[src/rtl/fir_lat_pkg.sv]
// package: constants, register codes and helpers for the lattice filter
`timescale 1ns / 1ps
package fir_lat_pkg;

  localparam int MAX_ORDER_DEF   = 16;
  localparam int SAMPLE_BITS_DEF = 16;
  localparam int COEF_BITS_DEF   = 16;
  localparam int STAGE_BITS_DEF  = 24;
  localparam int ORDER_W         = 5;
  localparam int COUNT_W         = 16;
  localparam int CFG_IDX_W       = 2;
  localparam int CFG_DATA_W      = 16;
  localparam int COEF_IDX_W      = 4;

  // configuration register indexes
  localparam logic [CFG_IDX_W-1:0] REG_ORDER     = 2'd0;
  localparam logic [CFG_IDX_W-1:0] REG_BLOCK_LEN = 2'd1;
  localparam logic [CFG_IDX_W-1:0] REG_SAVE_PT   = 2'd2;

  // request commands
  localparam logic CMD_LOAD_COEF = 1'b0;
  localparam logic CMD_FILTER    = 1'b1;

  // sequencer states
  typedef enum logic [5:0] {
    ST_IDLE   = 6'b000001,
    ST_LOAD   = 6'b000010,
    ST_MUL    = 6'b000100,
    ST_ADD    = 6'b001000,
    ST_SAVE   = 6'b010000,
    ST_OUT    = 6'b100000
  } fl_state_t;

endpackage

[src/rtl/fir_lat_if.sv]
// interfaces: request, result and configuration channels
`timescale 1ns / 1ps
interface fir_lat_in_if #(
  parameter int SAMPLE_BITS = 16,
  parameter int COEF_BITS   = 16
);
  logic                          valid;
  logic                          ready;
  logic                          command;
  logic [3:0]                    coef_index;
  logic signed [COEF_BITS-1:0]   coef_value;
  logic signed [SAMPLE_BITS-1:0] sample;
  modport source (output valid, command, coef_index, coef_value, sample, input ready);
  modport sink   (input valid, command, coef_index, coef_value, sample, output ready);
endinterface

interface fir_lat_out_if #(
  parameter int SAMPLE_BITS = 16
);
  logic                          valid;
  logic                          ready;
  logic signed [SAMPLE_BITS-1:0] filtered;
  logic                          saturated;
  modport source (output valid, filtered, saturated, input ready);
  modport sink   (input valid, filtered, saturated, output ready);
endinterface

interface fir_lat_cfg_if;
  logic        valid;
  logic        ready;
  logic [1:0]  index;
  logic [15:0] data;
  modport source (output valid, index, data, input ready);
  modport sink   (input valid, index, data, output ready);
endinterface

[src/rtl/fir_lat_ram.sv]
// generic single-port write, single-port read ram with registered read
`timescale 1ns / 1ps
module fir_lat_ram #(
  parameter int WIDTH = 24,
  parameter int DEPTH = 16
) (
  input  logic                     clk,
  input  logic                     we,
  input  logic [$clog2(DEPTH)-1:0] waddr,
  input  logic [WIDTH-1:0]         wdata,
  input  logic [$clog2(DEPTH)-1:0] raddr,
  output logic [WIDTH-1:0]         rdata
);
  logic [WIDTH-1:0] mem [DEPTH];

  // write port and registered read
  always_ff @(posedge clk) begin
    if (we) mem[waddr] <= wdata;
    rdata <= mem[raddr];
  end
endmodule

[src/rtl/fir_lattice_filter_core.sv]
// top level: fixed-point fir lattice filter with one shared bit-serial multiplier
`timescale 1ns / 1ps
//
// channel  dir  payload                                   handshake
// in       in   command, coef_index, coef_value, sample   in_valid / in_ready
// out      out  filtered, saturated                       out_valid / out_ready
// cfg      in   index, data                               cfg_valid / cfg_ready
//
// a coefficient request is taken in idle and gives no result. a sample runs,
// for each of the n stages (n the effective order), through a read state, two
// serial products on one shift-add unit, each followed by a sum state; then
// the output state, and back to idle, where the next request is taken, so a
// new request waits until the sample before it is through.
// reset (rst_n low, synchronous) clears control and the delay, snapshot and
// coefficient state through valid bits, and sets the configuration registers to
// their defaults. requests and config writes are taken only in idle; a result
// still waiting for out_ready stalls only the output state of the next sample.
module fir_lattice_filter_core
  import fir_lat_pkg::*;
#(
  parameter int MAX_ORDER   = MAX_ORDER_DEF,
  parameter int SAMPLE_BITS = SAMPLE_BITS_DEF,
  parameter int COEF_BITS   = COEF_BITS_DEF,
  parameter int STAGE_BITS  = STAGE_BITS_DEF
) (
  input logic               clk,
  input logic               rst_n,
  fir_lat_in_if.sink        in_ch,
  fir_lat_out_if.source     out_ch,
  fir_lat_cfg_if.sink       cfg_ch
);
  localparam int AW    = (MAX_ORDER > 1) ? $clog2(MAX_ORDER) : 1;
  localparam int SH    = COEF_BITS - 2;
  localparam int PW    = STAGE_BITS + COEF_BITS + 1;
  localparam int MCW   = $clog2(COEF_BITS + 1);
  localparam int SUMW  = STAGE_BITS + 2;

  // state
  fl_state_t state_r, state_nxt;

  // configuration registers
  logic [ORDER_W-1:0] order_r;
  logic [COUNT_W-1:0] blen_r, save_r;
  assign cfg_ch.ready = (state_r == ST_IDLE);
  always_ff @(posedge clk) begin
    if (!rst_n) begin
      order_r <= ORDER_W'(16);
      blen_r  <= COUNT_W'(1);
      save_r  <= COUNT_W'(1);
    end else if (cfg_ch.valid && cfg_ch.ready) begin
      case (cfg_ch.index)
        REG_ORDER:     order_r <= cfg_ch.data[ORDER_W-1:0];
        REG_BLOCK_LEN: blen_r  <= cfg_ch.data;
        REG_SAVE_PT:   save_r  <= cfg_ch.data;
        default: ;
      endcase
    end
  end

  // effective order and block length
  logic [AW:0]        n_eff;
  logic [COUNT_W-1:0] blen_eff;
  always_comb begin
    if (order_r == '0) n_eff = (AW+1)'(1);
    else if (32'(order_r) > MAX_ORDER) n_eff = (AW+1)'(MAX_ORDER);
    else n_eff = (AW+1)'(order_r);
    blen_eff = (blen_r == '0) ? COUNT_W'(1) : blen_r;
  end

  logic [AW:0]  stage_r;
  logic [AW-1:0] sidx;
  assign sidx = stage_r[AW-1:0];
  logic [MAX_ORDER-1:0] dvalid_r, svalid_r, cvalid_r;
  logic [COUNT_W-1:0] count_r;
  logic reload_r, save_en_r;

  // memories: coefficients, working delays, snapshot
  logic coef_we, dly_we, snap_we;
  logic [AW-1:0] coef_wa, dly_wa, snap_wa, rd_a;
  logic [COEF_BITS-1:0]  coef_wd, coef_rd;
  logic [STAGE_BITS-1:0] dly_wd, dly_rd, snap_rd;
  fir_lat_ram #(.WIDTH(COEF_BITS), .DEPTH(MAX_ORDER)) u_coef (
    .clk, .we(coef_we), .waddr(coef_wa), .wdata(coef_wd), .raddr(rd_a), .rdata(coef_rd));
  fir_lat_ram #(.WIDTH(STAGE_BITS), .DEPTH(MAX_ORDER)) u_dly (
    .clk, .we(dly_we), .waddr(dly_wa), .wdata(dly_wd), .raddr(rd_a), .rdata(dly_rd));
  fir_lat_ram #(.WIDTH(STAGE_BITS), .DEPTH(MAX_ORDER)) u_snap (
    .clk, .we(snap_we), .waddr(snap_wa), .wdata(dly_wd), .raddr(rd_a), .rdata(snap_rd));

  // datapath registers
  logic signed [STAGE_BITS-1:0] fwd_r, carry_r, d_r, bwd_r;
  logic signed [COEF_BITS-1:0]  k_r;
  logic [MCW-1:0]  bit_r;
  logic            phase_r;        // 0: k*fwd, 1: k*d
  logic [PW-1:0]   acc_r;          // unsigned magnitude accumulator
  logic [STAGE_BITS-1:0] mcand_r;  // magnitude of stage value
  logic [COEF_BITS-1:0]  mplier_r; // magnitude of coefficient, shifts right
  logic            neg_r, sat_r;
  logic signed [SAMPLE_BITS-1:0] out_q_r;
  logic            out_sat_r;
  logic            out_v_r;

  // stage values come from snapshot at block start, else working delay
  logic signed [STAGE_BITS-1:0] d_cur;
  always_comb begin
    if (reload_r) d_cur = svalid_r[sidx] ? snap_rd : '0;
    else          d_cur = dvalid_r[sidx] ? dly_rd  : '0;
  end
  logic signed [COEF_BITS-1:0] k_cur;
  assign k_cur = cvalid_r[sidx] ? coef_rd : '0;

  // rounded product from the magnitude accumulator; any product beyond the
  // stage range saturates the sum
  logic [PW-1:0] mag_rnd;
  logic signed [PW:0] prod_s;
  assign mag_rnd = (acc_r + (PW'(1) << (SH-1))) >> SH;
  assign prod_s  = neg_r ? -$signed({1'b0, mag_rnd}) : $signed({1'b0, mag_rnd});

  // saturating stage sum
  logic signed [PW+1:0] sum_w;
  logic signed [STAGE_BITS-1:0] sum_clip;
  logic sum_ovf;
  localparam logic signed [PW+1:0] HI = (PW+2)'(2**(STAGE_BITS-1) - 1);
  localparam logic signed [PW+1:0] LO = -HI - 1;
  always_comb begin
    sum_w = (PW+2)'(phase_r ? fwd_r : d_r) + (PW+2)'(prod_s);
    sum_ovf = 1'b1;
    if (sum_w > HI) sum_clip = HI[STAGE_BITS-1:0];
    else if (sum_w < LO) sum_clip = LO[STAGE_BITS-1:0];
    else begin
      sum_clip = sum_w[STAGE_BITS-1:0];
      sum_ovf = 1'b0;
    end
  end

  // output clip
  localparam logic signed [STAGE_BITS-1:0] OHI = STAGE_BITS'(2**(SAMPLE_BITS-1) - 1);
  localparam logic signed [STAGE_BITS-1:0] OLO = -OHI - 1;

  logic out_free;
  assign out_free = !out_v_r || out_ch.ready;
  assign in_ch.ready = (state_r == ST_IDLE);
  assign out_ch.valid = out_v_r;
  assign out_ch.filtered = out_q_r;
  assign out_ch.saturated = out_sat_r;
  logic in_acc;
  assign in_acc = in_ch.valid && in_ch.ready;

  // read address is set ahead for the registered ram read: stage 0 in idle, the next stage in the second sum
  assign rd_a    = (state_r == ST_IDLE) ? '0 :
                   ((state_r == ST_ADD) && phase_r) ? AW'(sidx + 1'b1) : sidx;
  assign coef_we = in_acc && (in_ch.command == CMD_LOAD_COEF)
                   && (32'(in_ch.coef_index) < MAX_ORDER);
  assign coef_wa = AW'(in_ch.coef_index);
  assign coef_wd = in_ch.coef_value;
  assign dly_we  = (state_r == ST_ADD) && phase_r;
  assign dly_wa  = sidx;
  assign dly_wd  = carry_r;
  assign snap_we = dly_we && save_en_r;
  assign snap_wa = sidx;

  logic last_stage;
  assign last_stage = (stage_r + 1'b1) == n_eff;

  // next state
  always_comb begin
    state_nxt = state_r;
    case (state_r)
      ST_IDLE: if (in_acc && in_ch.command == CMD_FILTER) state_nxt = ST_LOAD;
      ST_LOAD: state_nxt = ST_MUL;
      ST_MUL:  if (32'(bit_r) == COEF_BITS - 1) state_nxt = ST_ADD;
      ST_ADD:  begin
        if (!phase_r) state_nxt = ST_MUL;
        else if (last_stage) state_nxt = ST_OUT;
        else state_nxt = ST_LOAD;
      end
      ST_OUT:  if (out_free) state_nxt = ST_IDLE;
      default: state_nxt = ST_IDLE;
    endcase
  end

  // sequencer and datapath
  logic [COUNT_W-1:0] cnt_inc;
  assign cnt_inc = count_r + 1'b1;
  always_ff @(posedge clk) begin
    if (!rst_n) begin
      state_r  <= ST_IDLE;
      dvalid_r <= '0;
      svalid_r <= '0;
      cvalid_r <= '0;
      count_r  <= '0;
      out_v_r  <= 1'b0;
      out_sat_r <= 1'b0;
      stage_r  <= '0;
      phase_r  <= 1'b0;
      reload_r <= 1'b0;
      save_en_r <= 1'b0;
    end else begin
      state_r <= state_nxt;
      if ((state_r == ST_OUT) && out_free) out_v_r <= 1'b1;
      else if (out_v_r && out_ch.ready) out_v_r <= 1'b0;
      if (coef_we) cvalid_r[coef_wa] <= 1'b1;
      if (dly_we) dvalid_r[dly_wa] <= 1'b1;
      if (snap_we) svalid_r[snap_wa] <= 1'b1;
      case (state_r)
        ST_IDLE: if (in_acc && in_ch.command == CMD_FILTER) begin
          stage_r  <= '0;
          phase_r  <= 1'b0;
          fwd_r    <= STAGE_BITS'(in_ch.sample);
          carry_r  <= STAGE_BITS'(in_ch.sample);
          sat_r    <= 1'b0;
          reload_r <= (count_r == '0);
          save_en_r <= (save_r != '0) && (save_r <= blen_eff) && (cnt_inc == save_r);
        end
        ST_LOAD: begin
          d_r <= d_cur;
          k_r <= k_cur;
          acc_r <= '0;
          bit_r <= '0;
          mplier_r <= k_cur[COEF_BITS-1] ? -k_cur : k_cur;
          mcand_r <= fwd_r[STAGE_BITS-1] ? -fwd_r : fwd_r;
          neg_r <= k_cur[COEF_BITS-1] ^ fwd_r[STAGE_BITS-1];
        end
        ST_MUL: begin
          if (mplier_r[0]) acc_r <= acc_r + (PW'(mcand_r) << bit_r);
          mplier_r <= mplier_r >> 1;
          bit_r <= bit_r + 1'b1;
        end
        ST_ADD: begin
          if (!phase_r) begin
            bwd_r <= sum_clip;
            phase_r <= 1'b1;
            acc_r <= '0;
            bit_r <= '0;
            mplier_r <= k_r[COEF_BITS-1] ? -k_r : k_r;
            mcand_r <= d_r[STAGE_BITS-1] ? -d_r : d_r;
            neg_r <= k_r[COEF_BITS-1] ^ d_r[STAGE_BITS-1];
          end else begin
            fwd_r <= sum_clip;
            carry_r <= bwd_r;
            phase_r <= 1'b0;
            stage_r <= stage_r + 1'b1;
          end
          if (sum_ovf) sat_r <= 1'b1;
        end
        ST_OUT: if (out_free) begin
          if (fwd_r > OHI) begin
            out_q_r <= OHI[SAMPLE_BITS-1:0]; out_sat_r <= 1'b1;
          end else if (fwd_r < OLO) begin
            out_q_r <= OLO[SAMPLE_BITS-1:0]; out_sat_r <= 1'b1;
          end else begin
            out_q_r <= fwd_r[SAMPLE_BITS-1:0]; out_sat_r <= sat_r;
          end
          count_r <= (cnt_inc >= blen_eff || cnt_inc == '0) ? '0 : cnt_inc;
        end
        default: ;
      endcase
    end
  end
endmodule

[src/flat_wrapper.sv]
// flat-port wrapper written by rule: the top's interface ports become plain ports
module fir_lattice_filter_core_flat import fir_lat_pkg::*;
#(
  parameter int MAX_ORDER   = MAX_ORDER_DEF,
  parameter int SAMPLE_BITS = SAMPLE_BITS_DEF,
  parameter int COEF_BITS   = COEF_BITS_DEF,
  parameter int STAGE_BITS  = STAGE_BITS_DEF
)
  (clk, rst_n, in_ch_valid, in_ch_command, in_ch_coef_index, in_ch_coef_value, in_ch_sample, in_ch_ready, out_ch_valid, out_ch_filtered, out_ch_saturated, out_ch_ready, cfg_ch_valid, cfg_ch_index, cfg_ch_data, cfg_ch_ready);
  fir_lat_in_if #(.SAMPLE_BITS(SAMPLE_BITS), .COEF_BITS(COEF_BITS)) in_ch_i ();
  fir_lat_out_if #(.SAMPLE_BITS(SAMPLE_BITS)) out_ch_i ();
  fir_lat_cfg_if cfg_ch_i ();
  input logic clk;
  input logic rst_n;
  input wire logic [$bits(in_ch_i.valid)-1:0] in_ch_valid;
  input wire logic [$bits(in_ch_i.command)-1:0] in_ch_command;
  input wire logic [$bits(in_ch_i.coef_index)-1:0] in_ch_coef_index;
  input wire logic [$bits(in_ch_i.coef_value)-1:0] in_ch_coef_value;
  input wire logic [$bits(in_ch_i.sample)-1:0] in_ch_sample;
  output wire logic [$bits(in_ch_i.ready)-1:0] in_ch_ready;
  output wire logic [$bits(out_ch_i.valid)-1:0] out_ch_valid;
  output wire logic [$bits(out_ch_i.filtered)-1:0] out_ch_filtered;
  output wire logic [$bits(out_ch_i.saturated)-1:0] out_ch_saturated;
  input wire logic [$bits(out_ch_i.ready)-1:0] out_ch_ready;
  input wire logic [$bits(cfg_ch_i.valid)-1:0] cfg_ch_valid;
  input wire logic [$bits(cfg_ch_i.index)-1:0] cfg_ch_index;
  input wire logic [$bits(cfg_ch_i.data)-1:0] cfg_ch_data;
  output wire logic [$bits(cfg_ch_i.ready)-1:0] cfg_ch_ready;
  assign in_ch_i.valid = in_ch_valid;
  assign in_ch_i.command = in_ch_command;
  assign in_ch_i.coef_index = in_ch_coef_index;
  assign in_ch_i.coef_value = in_ch_coef_value;
  assign in_ch_i.sample = in_ch_sample;
  assign in_ch_ready = in_ch_i.ready;
  assign out_ch_valid = out_ch_i.valid;
  assign out_ch_filtered = out_ch_i.filtered;
  assign out_ch_saturated = out_ch_i.saturated;
  assign out_ch_i.ready = out_ch_ready;
  assign cfg_ch_i.valid = cfg_ch_valid;
  assign cfg_ch_i.index = cfg_ch_index;
  assign cfg_ch_i.data = cfg_ch_data;
  assign cfg_ch_ready = cfg_ch_i.ready;
  fir_lattice_filter_core #(.MAX_ORDER(MAX_ORDER), .SAMPLE_BITS(SAMPLE_BITS), .COEF_BITS(COEF_BITS), .STAGE_BITS(STAGE_BITS)) u_core (.clk(clk), .rst_n(rst_n), .in_ch(in_ch_i), .out_ch(out_ch_i), .cfg_ch(cfg_ch_i));
endmodule
[config.mk]
export PLATFORM = sky130hd
export DESIGN_NAME = fir_lattice_filter_core_flat
export DESIGN_NICKNAME = d
export VERILOG_FILES = /design/src/rtl/fir_lat_pkg.sv /design/src/rtl/fir_lat_if.sv /design/src/rtl/fir_lat_ram.sv /design/src/rtl/fir_lattice_filter_core.sv /design/src/flat_wrapper.sv
export SDC_FILE = /design/constraint.sdc
export NUM_CORES = 2
export LEC_CHECK = 0
export BUFFER_PORTS_ARGS = -buffer_cell sky130_fd_sc_hd__buf_2
export CAP_MARGIN = 20
export CORE_ASPECT_RATIO = 0.7
export CORE_MARGIN = 1
export CORE_UTILIZATION = 66
export CTS_BUF_LIST = sky130_fd_sc_hd__clkbuf_8
export CTS_CLUSTER_DIAMETER = 150
export CTS_CLUSTER_SIZE = 16
export DETAILED_ROUTE_END_ITERATION = 12
export PLACE_DENSITY = 0.83
export SLEW_MARGIN = 20
export SYNTH_ARGS = -nofsm -noshare
export SYNTH_HDL_FRONTEND = slang
export SYNTH_SLANG_ARGS = --single-unit
[constraint.sdc]
create_clock -name clk -period 9.4 [get_ports clk]
set_clock_uncertainty 0.1 [all_clocks]
set_input_delay 1.88 -clock clk [delete_from_list [all_inputs] [get_ports clk]]
set_output_delay 1.88 -clock clk [all_outputs]
set_load 0.02 [all_outputs]
==> metrics.md <==
| Metric | Value |
|---|---|
| Post CTS Setup Buffer Count | `0` |
| Fmax | `0.119 GHz` |
| Filler Cells Inserted | `6717` |
| Nets | `5627` |
| Post-route ant nets | `0` |
| Die Ht | `266 µm` |
| # H-tree levels | `3` |
| Worst-case reg-to-reg path depth | `25` |
| Inst Count DP | `6654` |
| First-pass GRT wire length | `246000 µm` |
| Clk Latency, worst-skew pair | `0.86 ns` |
| Crit start category | `flip-flop` |
| CTS Root Cell | `clkbuf_8` |
| Synth Net Count | `5711` |
| CP Capture Type | `flip-flop` |
| # rows | `96` |
| Most common cell in the synthesized netlist | `edfxtp_1` |
| Yosys top cell by area | `edfxtp_1` |
| Top cells by count, synth | `edfxtp_1 (1240), nand2_1 (821), a211oi_1 (338), clkbuf_1 (326), a21oi_1 (307)` |
| # setup viols final | `0` |
| WS Path Type | `reg2reg` |
| Worst r2r src | `u_core.acc_r[14]` |
| Main synth FF type | `edfxtp_1` |
| Via-to-Cell Ratio | `6.58` |
| R2R setup slack | `0.98 ns` |
| DRT Wirelength | `164000 µm` |
| Hold path cells | `2` |
| Vias | `45.1k` |
| Seq/Total Area, Yosys | `62.4%` |
| Drt pass-1 iters | `7` |
| Initial Util | `66.7%` |
| Reg2reg end | `u_core.fwd_r[15]` |
| Vias in the first global route | `41.8k` |
| Post_cts resized | `0` |
| Top-area cell type share of the netlist area | `56.9%` |
| Area of the core | `0.0981 mm²` |
| Slew headroom | `6.54%` |
| Worst Path Arrival | `8.86 ns` |
| Share of layout cells above drive strength 1 | `7.43%` |
| 1st-iter DRT viols | `5991` |
| # DRC | `0` |
| CTS max path bufs | `3` |
| DP HPWL | `100000 µm` |
| GRT Residual Overflow | `0` |
| Cell with the largest stage delay on the worst path | `a21oi_1` |
| Non-filler instance count after layout | `6844` |
| Mean Syn Cell Area | `11.9 µm²` |
| Synth-to-layout area growth | `5.41%` |
| Number of synthesized flops with an enable pin | `1240` |
| Worst Max-Slew Pin Slew | `1.40 ns` |
| Post-Synthesis Cells | `5521` |
| CTS tree | `built` |
| Seq cells post-synth | `1420` |
| Hold path startpoint | `u_core.dvalid_r[10]` |
| Synth Warn # | `0` |
| Pin count of the biggest net entering global routing | `250` |
| Hold-fix buffers, CTS | `0` |
| Die footprint | `0.100 mm²` |
| RD Place Congestion | `0.967` |
| Final worst path period need | `8.42 ns` |
| Hold Fails Final Rpt | `0` |
| Status | `finished, final reports clean` |
| Pleak | `23.5 nW` |
| Antenna violations before repair | `8` |
| Mapped Area | `0.0655 mm²` |
| Hold path endpoint | `u_core.dvalid_r[10]` |
| # clock sinks | `1420` |
| Synth cell types | `81` |
| Max Cap Viol | `0` |
| Slew Limit Fails | `0` |
| # IOs | `80` |
| Unrepaired setup endpoints after global routing | `no` |
| Power Density | `146 mW/mm²` |
| Crit path required time | `9.84 ns` |
| Total track usage | `32.2%` |
| CTS Buf Count | `98` |
| Setup TNS | `0 ns` |
| Worst-path clk slew | `0.14 ns` |
| Crit-path max FO | `17` |
| Port bufs | `79` |
| Max incr delay on CP | `0.78 ns` |
| Post-synth ARST share | `0%` |
| Die Width | `378 µm` |
| Worst vdd ir | `0.154 mV` |
| Area contributors post-synth | `edfxtp_1 (57%), dfxtp_1 (5.5%), nand2_1 (4.7%)` |
| Fin crit share | `89.6%` |
| WL/cell | `23.9 µm` |
| Hold Path Class | `reg2reg` |
critical path: cells and delay by family (launching register included):
kind                     cells  cell delay [ns]
buffers and inverters        2             0.27
AND/OR/NAND/NOR             11             3.70
flip-flops                   1             0.44
adder cells (fa/ha/maj)      2             0.72
AO/OA/AOI/OAI                8             2.44
XOR/XNOR                     1             0.13
multiplexers                 1             0.30
where the power goes:
group          switching, W  total (W)  internal, W
sequential        0.0000501    0.00688      0.00683
combinational      0.000167   0.000248    0.0000812
clock               0.00195    0.00297      0.00103
total               0.00216     0.0101      0.00794
cells by family (layout without fill, tap and decap cells):
logic type | after synthesis | in the layout | synth area share [%]
AO/OA/AOI/OAI | 1426 | 1426 | 14.7
XOR/XNOR | 217 | 217 | 2.90
adder cells (fa/ha/maj) | 130 | 130 | 2.51
buffers and inverters | 445 | 442 | 2.60
flip-flops | 1420 | 1420 | 62.4
multiplexers | 115 | 115 | 2.28
other | 0 | 3 | 0
AND/OR/NAND/NOR | 1768 | 1768 | 12.7
cells in the final DEF, fill, tap and decap left out, drive strengths merged, types with 91 or more instances in the layout:
cell | synthesis | layout
xor2 | 91 | 91
a211oi | 338 | 338
o21ai | 172 | 172
ha | 128 | 128
xnor2 | 126 | 126
edfxtp | 1240 | 1240
inv | 92 | 169
a311oi | 132 | 132
dfxtp | 180 | 180
and2 | 309 | 309
clkbuf | 326 | 99
nor2 | 266 | 266
a31oi | 140 | 140
a21oi | 309 | 309
nand2 | 822 | 822
buf | 27 | 169
flip-flops by register name, summed over array words and instances (netlist names), 24 cells and up:
name and cells:
u_core.bwd_r 24, u_core.acc_r 41, u_core.d_r 24, u_core.fwd_r 24, u_core.mcand_r 24, u_core.u_snap.rdata 24, u_core.u_snap.mem 384, u_core.u_dly.rdata 24
u_core.u_coef.mem 256, u_core.carry_r 24, u_core.u_dly.mem 384
worst max-delay path by stage:
| stage | depth (start not counted) | startpoint | slack [ns] | endpoint |
|---|---|---|---|---|
| after global placement | 25 | u_core.acc_r[13] | 1.52 | u_core.fwd_r[15] |
| after floorplan | 26 | u_core.acc_r[13] | 2.53 | u_core.fwd_r[1] |
| after CTS | 25 | u_core.acc_r[14] | 1.17 | u_core.fwd_r[15] |
| final | 25 | u_core.acc_r[14] | 0.98 | u_core.fwd_r[15] |
| after global routing | 25 | u_core.acc_r[14] | 0.40 | u_core.fwd_r[19] |
| after detailed placement | 25 | u_core.acc_r[14] | 1.29 | u_core.fwd_r[15] |
through the flow:
stage               instance area, µm²  util (%)  setup slack [ns]  total power (W)  hold WS (ns)
floorplan                        65500         -              2.53          0.00715         0.335
finish                           69000      70.3             0.979           0.0101         0.378
detailed placement               67200      68.4              1.29          0.00726         0.353
CTS                              68900      70.2              1.17           0.0101         0.378
global route                     69000      70.3             0.396           0.0104         0.394
global placement                 67100      68.4              1.52          0.00725         0.342
layout make-up:
cell class | instances | area (µm²) | area share (%)
Inverter | 92 | 347 | 0.502
Tap cell | 1323 | 1660 | 2.40
Clock buffer | 99 | 1360 | 1.97
Sequential cell | 1420 | 40800 | 59.2
Clock inverter | 82 | 383 | 0.555
Multi-Input combinational cell | 3656 | 23200 | 33.6
Timing Repair Buffer | 169 | 1220 | 1.77
Antenna cell | 3 | 7.51 | 0.0109
layer usage:
metal / vias to the layer above / track usage [%] / wire length, µm
met2: 2487 / 47.4 / 71600
met3: 314 / 6.17 / 18900
met4: 2 / 11.4 / 5660
li1: 20500 / - / -
met5: - / 0 / 13
met1: 21800 / 48.1 / 67500
Power figures use the tool's default switching activity.
